===== config.mk =====
export PLATFORM = sky130hd
export DESIGN_NAME = intel_hex_record_parser
export DESIGN_NICKNAME = d
export VERILOG_FILES = /design/src/sv/ihex_pkg.sv /design/src/sv/intel_hex_record_parser.sv
export SDC_FILE = /design/constraint.sdc
export NUM_CORES = 1
export LEC_CHECK = 0
export ABC_AREA = 1
export BUFFER_PORTS_ARGS = -buffer_cell sky130_fd_sc_hd__buf_4
export CAP_MARGIN = 15
export CORE_MARGIN = 1
export CORE_UTILIZATION = 28
export DETAILED_ROUTE_END_ITERATION = 8
export SETUP_SLACK_MARGIN = 0.05
export SYNTH_ARGS = -nofsm -noshare
export SYNTH_HDL_FRONTEND = slang
export SYNTH_SLANG_ARGS = --single-unit

===== constraint.sdc =====
create_clock -name clk -period 6.4 [get_ports clk]
set_clock_uncertainty 0.2 [all_clocks]
set_input_delay 0.96 -clock clk [delete_from_list [all_inputs] [get_ports clk]]
set_output_delay 0.96 -clock clk [all_outputs]
set_load 0.01 [all_outputs]

===== src/sv/ihex_pkg.sv =====
// Shared types, codes and helpers for the Intel HEX record parser.
// No dependencies; imported by intel_hex_record_parser.
`default_nettype none

package ihex_pkg;

  // Parser phase within one record.
  typedef enum logic [2:0] {
    PH_WAIT = 3'd0,
    PH_LEN  = 3'd1,
    PH_AHI  = 3'd2,
    PH_ALO  = 3'd3,
    PH_TYPE = 3'd4,
    PH_DATA = 3'd5,
    PH_SUM  = 3'd6,
    PH_DONE = 3'd7
  } phase_t;

  localparam logic [1:0] CMD_BYTE    = 2'd0;
  localparam logic [1:0] CMD_END     = 2'd1;
  localparam logic [1:0] CMD_RESTART = 2'd2;

  localparam logic [1:0] KIND_DATA   = 2'd0;
  localparam logic [1:0] KIND_RECORD = 2'd1;
  localparam logic [1:0] KIND_EOF    = 2'd2;
  localparam logic [1:0] KIND_ERROR  = 2'd3;

  localparam logic [2:0] ERR_NONE     = 3'd0;
  localparam logic [2:0] ERR_DIGIT    = 3'd1;
  localparam logic [2:0] ERR_TYPE     = 3'd2;
  localparam logic [2:0] ERR_CHECKSUM = 3'd3;
  localparam logic [2:0] ERR_EARLY    = 3'd4;

  localparam logic [7:0] CHAR_COLON = 8'h3A;

  // One result item as it travels through the output register and skid stage.
  typedef struct packed {
    logic [1:0]  kind;
    logic [15:0] byte_address;
    logic [7:0]  data_byte;
    logic        record_type;
    logic [7:0]  record_length;
    logic [2:0]  error_code;
  } result_t;

  // Bit 4 flags a valid hex digit; bits 3:0 hold its value.
  function automatic logic [4:0] hex_digit(input logic [7:0] c);
    logic [4:0] r;
    r = 5'd0;
    if (c >= 8'h30 && c <= 8'h39) begin
      r = {1'b1, c[3:0]};
    end else if ((c >= 8'h41 && c <= 8'h46) || (c >= 8'h61 && c <= 8'h66)) begin
      r = {1'b1, c[3:0] + 4'd9};
    end
    return r;
  endfunction

endpackage

`default_nettype wire


===== src/sv/intel_hex_record_parser.sv =====
// Intel HEX record parser top level: byte-wide decoder with an output skid stage.
// Depends on ihex_pkg for phase, command, kind and error codes.
`default_nettype none

// Takes one ASCII character (or an end-of-input or restart command) per transfer
// and returns at most one result per item: a data byte with its address, a record
// accept, an end-of-file accept or an error. The only loop is the parser state
// update, an 8-bit add and a digit decode, so a new item can be accepted every
// cycle while in_ready is high. Results leave through an output register backed by
// one skid entry: in_ready drops only while that skid entry is occupied. After an
// error or an accepted end-of-file record the parser ignores input until restart.
module intel_hex_record_parser
  import ihex_pkg::*;
(
  input  wire logic        clk,
  input  wire logic        rst,
  input  wire logic        in_valid,
  output logic             in_ready,
  input  wire logic [1:0]  command,
  input  wire logic [7:0]  stream_byte,
  output logic             out_valid,
  input  wire logic        out_ready,
  output logic [1:0]       kind,
  output logic [15:0]      byte_address,
  output logic [7:0]       data_byte,
  output logic             record_type,
  output logic [7:0]       record_length,
  output logic [2:0]       error_code
);

  phase_t      phase, phase_next;
  logic        nibble_pending, nibble_pending_next;
  logic [3:0]  high_nibble, high_nibble_next;
  logic [7:0]  running_sum, running_sum_next;
  logic [7:0]  length_held, length_held_next;
  logic [7:0]  bytes_left, bytes_left_next;
  logic [15:0] record_address, record_address_next;
  logic        type_held, type_held_next;
  logic [15:0] next_address, next_address_next;
  logic        stopped, stopped_next;

  result_t     res;
  logic        has_result;
  logic        accept;
  logic        push;
  logic [4:0]  digit;
  logic [7:0]  dbyte;
  logic [7:0]  sum_new;

  result_t     out_q;
  result_t     skid_q;
  logic        skid_valid;

  assign in_ready = !skid_valid;
  assign accept   = in_valid && in_ready;
  assign push     = accept && has_result;

  assign digit   = hex_digit(stream_byte);
  assign dbyte   = {high_nibble, digit[3:0]};
  assign sum_new = running_sum + dbyte;

  always_comb begin
    phase_next          = phase;
    nibble_pending_next = nibble_pending;
    high_nibble_next    = high_nibble;
    running_sum_next    = running_sum;
    length_held_next    = length_held;
    bytes_left_next     = bytes_left;
    record_address_next = record_address;
    type_held_next      = type_held;
    next_address_next   = next_address;
    stopped_next        = stopped;
    has_result          = 1'b0;
    res.kind            = KIND_ERROR;
    res.byte_address    = record_address;
    res.data_byte       = 8'd0;
    res.record_type     = type_held;
    res.record_length   = length_held;
    res.error_code      = ERR_NONE;

    if (command == CMD_RESTART) begin
      phase_next          = PH_WAIT;
      nibble_pending_next = 1'b0;
      high_nibble_next    = 4'd0;
      running_sum_next    = 8'd0;
      length_held_next    = 8'd0;
      bytes_left_next     = 8'd0;
      record_address_next = 16'd0;
      type_held_next      = 1'b0;
      next_address_next   = 16'd0;
      stopped_next        = 1'b0;
    end else if (command == CMD_BYTE || command == CMD_END) begin
      if (!stopped && phase != PH_DONE) begin
        if (command == CMD_END) begin
          has_result     = 1'b1;
          res.error_code = ERR_EARLY;
          stopped_next   = 1'b1;
        end else if (phase == PH_WAIT) begin
          if (stream_byte == CHAR_COLON) begin
            running_sum_next    = 8'd0;
            length_held_next    = 8'd0;
            record_address_next = 16'd0;
            type_held_next      = 1'b0;
            nibble_pending_next = 1'b0;
            phase_next          = PH_LEN;
          end
        end else if (!digit[4]) begin
          has_result     = 1'b1;
          res.error_code = ERR_DIGIT;
          stopped_next   = 1'b1;
        end else if (!nibble_pending) begin
          high_nibble_next    = digit[3:0];
          nibble_pending_next = 1'b1;
        end else begin
          nibble_pending_next = 1'b0;
          running_sum_next    = sum_new;
          unique case (phase)
            PH_LEN: begin
              length_held_next = dbyte;
              bytes_left_next  = dbyte;
              phase_next       = PH_AHI;
            end
            PH_AHI: begin
              record_address_next = {dbyte, 8'd0};
              phase_next          = PH_ALO;
            end
            PH_ALO: begin
              record_address_next = {record_address[15:8], dbyte};
              next_address_next   = {record_address[15:8], dbyte};
              phase_next          = PH_TYPE;
            end
            PH_TYPE: begin
              if (dbyte[7:1] != 7'd0) begin
                has_result     = 1'b1;
                res.error_code = ERR_TYPE;
                stopped_next   = 1'b1;
              end else begin
                type_held_next = dbyte[0];
                phase_next     = (bytes_left != 8'd0) ? PH_DATA : PH_SUM;
              end
            end
            PH_DATA: begin
              has_result        = 1'b1;
              res.kind          = KIND_DATA;
              res.byte_address  = next_address;
              res.data_byte     = dbyte;
              next_address_next = next_address + 16'd1;
              bytes_left_next   = bytes_left - 8'd1;
              if (bytes_left == 8'd1) begin
                phase_next = PH_SUM;
              end
            end
            default: begin
              // Checksum byte: the full record must sum to zero.
              has_result = 1'b1;
              if (sum_new != 8'd0) begin
                res.error_code = ERR_CHECKSUM;
                stopped_next   = 1'b1;
              end else if (type_held) begin
                res.kind   = KIND_EOF;
                phase_next = PH_DONE;
              end else begin
                res.kind   = KIND_RECORD;
                phase_next = PH_WAIT;
              end
            end
          endcase
        end
      end
    end
  end

  always_ff @(posedge clk) begin
    if (rst) begin
      phase          <= PH_WAIT;
      nibble_pending <= 1'b0;
      high_nibble    <= 4'd0;
      running_sum    <= 8'd0;
      length_held    <= 8'd0;
      bytes_left     <= 8'd0;
      record_address <= 16'd0;
      type_held      <= 1'b0;
      next_address   <= 16'd0;
      stopped        <= 1'b0;
    end else if (accept) begin
      phase          <= phase_next;
      nibble_pending <= nibble_pending_next;
      high_nibble    <= high_nibble_next;
      running_sum    <= running_sum_next;
      length_held    <= length_held_next;
      bytes_left     <= bytes_left_next;
      record_address <= record_address_next;
      type_held      <= type_held_next;
      next_address   <= next_address_next;
      stopped        <= stopped_next;
    end
  end

  // A result that arrives while the output register is stalled waits in the skid
  // entry; in_ready is low while it is full, so it is never overwritten.
  always_ff @(posedge clk) begin
    if (rst) begin
      out_valid  <= 1'b0;
      skid_valid <= 1'b0;
    end else if (!out_valid || out_ready) begin
      if (skid_valid) begin
        out_q      <= skid_q;
        out_valid  <= 1'b1;
        skid_valid <= 1'b0;
      end else begin
        out_valid <= push;
        if (push) begin
          out_q <= res;
        end
      end
    end else if (push) begin
      skid_q     <= res;
      skid_valid <= 1'b1;
    end
  end

  assign kind          = out_q.kind;
  assign byte_address  = out_q.byte_address;
  assign data_byte     = out_q.data_byte;
  assign record_type   = out_q.record_type;
  assign record_length = out_q.record_length;
  assign error_code    = out_q.error_code;

endmodule

`default_nettype wire

==> reports/summary.log <==
qor: critical_path.timing.critical_path.fanout_max 6
qor: synth.syn_area_per_cell 8.145 um2
qor: floorplan.core 0.02606 mm2
qor: drt.drt-pass1-iter-count 5
qor: clock_tree.clock_tree_from_tritoncts yes
qor: drt.routedWlPerCell 13.87 um
qor: synth.post_synthesis_register_bit_count 144
qor: layout.multiInputGateArea 0.003228 mm2
qor: power.power.density 245.8 mW/mm2
qor: critical_path.cpMaxStageDelayCell fa_1
qor: clock_tree.clkSinkCount 144
qor: floorplan.start_util 0.2851
qor: synth.synth_flop_cell edfxtp_1
qor: min_path.timing.hold.worst.start length_held[3]
qor: sta.worstMarginPinSlew 1095 ps
qor: global_route.grt_max_degree 48
qor: synth.syn-cell-area 0.007428 mm2
qor: drt.drt_first_iter_violations 448
qor: global_route.grt_antenna_before_repair 0
qor: drt.wirelength 18070 um
qor: clock_tree.cts_setup_buffers 0
qor: layout.nNetsFinal 989
qor: critical_path.timing.reg2reg.setup_slack 2990 ps
qor: synth.synth_enable_flop_cells 76
qor: layout.fin_cells 1302
qor: critical_path.critPathCaptureType register
qor: synth.sequential_share_of_the_synthesized_area 0.4905
qor: clock_tree.cts_repair_resize_count 0
qor: synth.synth-async-reset-ratio 0
qor: job.drv.max_cap_violation_count 0
qor: sta.post-route-period-util 0.6188
qor: placed_design.number_of_port_buffers 53
qor: power.power_leakage 3.384 nW
qor: clock_tree.number_of_clock_buffers_inserted_by_tritoncts 17
qor: global_route.grt_pass1_vias 5719
qor: critical_path.timing.reg2reg.worst_path_depth 13
qor: synth.synth.yosys.warnings 0
qor: placed_design.gp_congestion 0.8589
qor: global_route.overflow 0
qor: critical_path.cpLargestDelayFamily simple AND/OR/NAND/NOR gates
qor: drt.num_vias 6093
qor: critical_path.critPathKind primary input to register
qor: placed_design.place.detailed.instances 1270
qor: placed_design.placed_cell_area 0.008120 mm2
qor: synth.synth_cell_types 46
qor: drt.avgViaCountPerCell 4.680
qor: sta.finalMaxSlewViolations 0
qor: critical_path.setup.worst_path.start_class primary input
qor: layout.layout.filler_cells 2748
qor: clock_tree.clk_transition_reported_paths 70 ps
qor: sta.final_period_minus_worst_setup_slack 3960 ps
qor: synth.synth_fp_nets 947
qor: sta.relSlewSlack 0.2682
qor: sta.setup_repair_after_global_routing_missed_its_margin no
qor: min_path.min-delay-path-class register to register
qor: clock_tree.clock_tree.buffer_depth 2
qor: floorplan.dieArea 0.02719 mm2
qor: critical_path.critical_path.reg2reg.startpoint phase[0]
qor: outcome.run_status finished clean
qor: layout.antennaDiodeCount 0
qor: floorplan.dieHeight 164.9 um
qor: drt.post-route-drc-count 0
qor: clock_tree.clk_latency 430 ps
qor: synth.syn-instance-count 912
qor: critical_path.number_of_buffers_and_inverters_on_the_critical_path 6
qor: placed_design.place_hpwl 12780 um
qor: clock_tree.cts.root.buffer_cell clkbuf_16
qor: sta.timing.setup.tns 0 ps
qor: sta.finalHoldWorstSlack 229.4 ps
qor: clock_tree.cts_hold_repair.buffers 0
qor: sta.setup_viol_count_final 0
qor: critical_path.endpoint_of_the_worst_register_to_register_path byte_address[15]
qor: floorplan.floorplan.rows 59
qor: floorplan.die_width 164.9 um
qor: global_route.grt_pass1_wl 28990 um
qor: layout.fraction_of_final_layout_cells_sized_beyond_drive_strength_1 0.1396
qor: global_route.grt_util_all_layers 0.1378
qor: min_path.hold_end skid_q[6]
qor: sta.timing.final.hold_violations 0
qor: critical_path.critical_path_arrival 3950 ps
qor: critical_path.critical_path.max_stage_delay 390 ps
qor: min_path.min_path_cells 0
qor: drt.ant_nets 0
qor: layout.final_cell_area 0.008718 mm2
qor: layout.area_growth_syn_to_layout 17.37%
qor: sta.achievable-frequency 252.5 MHz
qor: layout.register_area 0.003643 mm2
qor: critical_path.critical_path_required 6390 ps
qor: power.ir_worst_vdd 0.0002020 V
qor: floorplan.io_pins 54
qor: clock_tree.htreeDepth 4
==> cell type report <==
type                            count  area share
Sequential cell                   144      0.4179
Multi-Input combinational cell    627      0.3703
Timing Repair Buffer               57     0.04908
Clock buffer                       17     0.04879
Tap cell                          335     0.04808
Inverter                          107     0.04607
Clock inverter                     15     0.01980
==> cells in the mapped netlist (2+ instances only) <==
master	count	area [um2]
a211oi_2	8	100.1
buf_1	6	22.52
buf_6	4	45.04
inv_2	9	33.78
mux2_2	4	45.04
nand4_1	11	68.82
o21ai_1	15	75.07
nand2_2	4	25.02
ha_1	20	250.2
o2111ai_1	3	26.28
nor3_1	12	60.06
a31oi_1	3	18.77
o21ai_2	4	35.03
nand3_1	48	240.2
clkbuf_1	16	60.06
dfxtp_1	68	1361
o21ai_0	60	300.3
inv_1	98	367.9
nor2_4	3	33.78
nor2_1	108	405.4
xor2_1	10	87.58
xnor2_1	4	35.03
nand2_1	207	777.0
nor2_2	4	25.02
o31ai_1	2	15.01
a21oi_1	68	340.3
buf_2	7	35.03
edfxtp_1	76	2282
a22oi_1	6	45.04
nor4_1	2	12.51
nand3b_1	3	22.52
a211oi_1	2	15.01
or2_2	4	25.02
==> placed cells by master (no fill, tap or decap), drive strengths merged, types with 11 or more instances in the layout <==
| master | Yosys | layout |
|---|---|---|
| inv | 107 | 114 |
| nand3 | 49 | 49 |
| ha | 20 | 20 |
| edfxtp | 76 | 76 |
| nor2 | 115 | 115 |
| a21oi | 68 | 68 |
| dfxtp | 68 | 68 |
| nor3 | 13 | 13 |
| buf | 18 | 57 |
| o21ai | 79 | 79 |
| nand4 | 11 | 11 |
| clkbuf | 16 | 17 |
| nand2 | 213 | 213 |
==> sequential cells by signal, summed over array words and instances (netlist names), 2 cells and up <==
register,count
byte_address,16
bytes_left,8
data_byte,8
error_code,3
high_nibble,4
kind,2
length_held,8
next_address,16
phase,3
record_address,16
record_length,8
running_sum,8
skid_q,38
==> worst max-delay path by stage <==
stage / startpoint / end / slack [ps] / cells past startpoint
floorplan: stream_byte[1] / byte_address[0] / 1970 / 18
global placement: stream_byte[0] / kind[0] / 2070 / 24
detailed placement: stream_byte[1] / kind[1] / 2030 / 25
CTS: stream_byte[1] / kind[1] / 2480 / 25
global route: stream_byte[3] / kind[1] / 1960 / 23
finish: stream_byte[1] / kind[1] / 2440 / 25
==> worst reg2reg max path: stages, from the launching register on <==
cell and delay, ps:
dfxtp_1 420, inv_2 60, nor2_2 150, inv_2 70
nor2_4 470, inv_2 350, nor2_1 200, nand3_2 150
nor2_4 450, inv_2 290, nand2_1 120, o21ai_1 100
nand2_1 80, nand2_1 50
==> report_power, final <==
group / switching (W) / leakage (nW) / internal, W
sequential: 0.00000602 / 1.24 / 0.000980
clock: 0.000423 / 0.291 / 0.000586
combinational: 0.000103 / 1.86 / 0.0000455
==> metal layers <==
metal / vias to the layer above / part of all wire / track usage
met3: 33 / 0.035 / 0.02210
met5: - / 0 / 0
met4: 0 / 0.027 / 0.06547
met1: 2823 / 0.46 / 0.1720
met2: 131 / 0.48 / 0.2311
li1: 3106 / - / -
==> through the flow <==
step,total power (W),setup slack [ps],utilization
6_report,0.002143,2440,0.3346
5_1_grt,0.002211,1958,0.3346
4_1_cts,0.002157,2475,0.3346
3_5_place_dp,0.001153,2026,0.3116
3_3_place_gp,0.001152,2072,0.3116
2_1_floorplan,0.001107,1967,-
==> cells by family (layout without fill, tap and decap cells) <==
logic type	Yosys count	in the layout	share of synthesized area
buf+inv	141	196	0.07697
simple gates	410	410	0.2351
mux	4	4	0.006063
xor+xnor	14	14	0.01651
flops	144	144	0.4905
compound gates	178	178	0.1385
fa+ha+maj	21	21	0.03638
(Power assumes the default switching activity.)
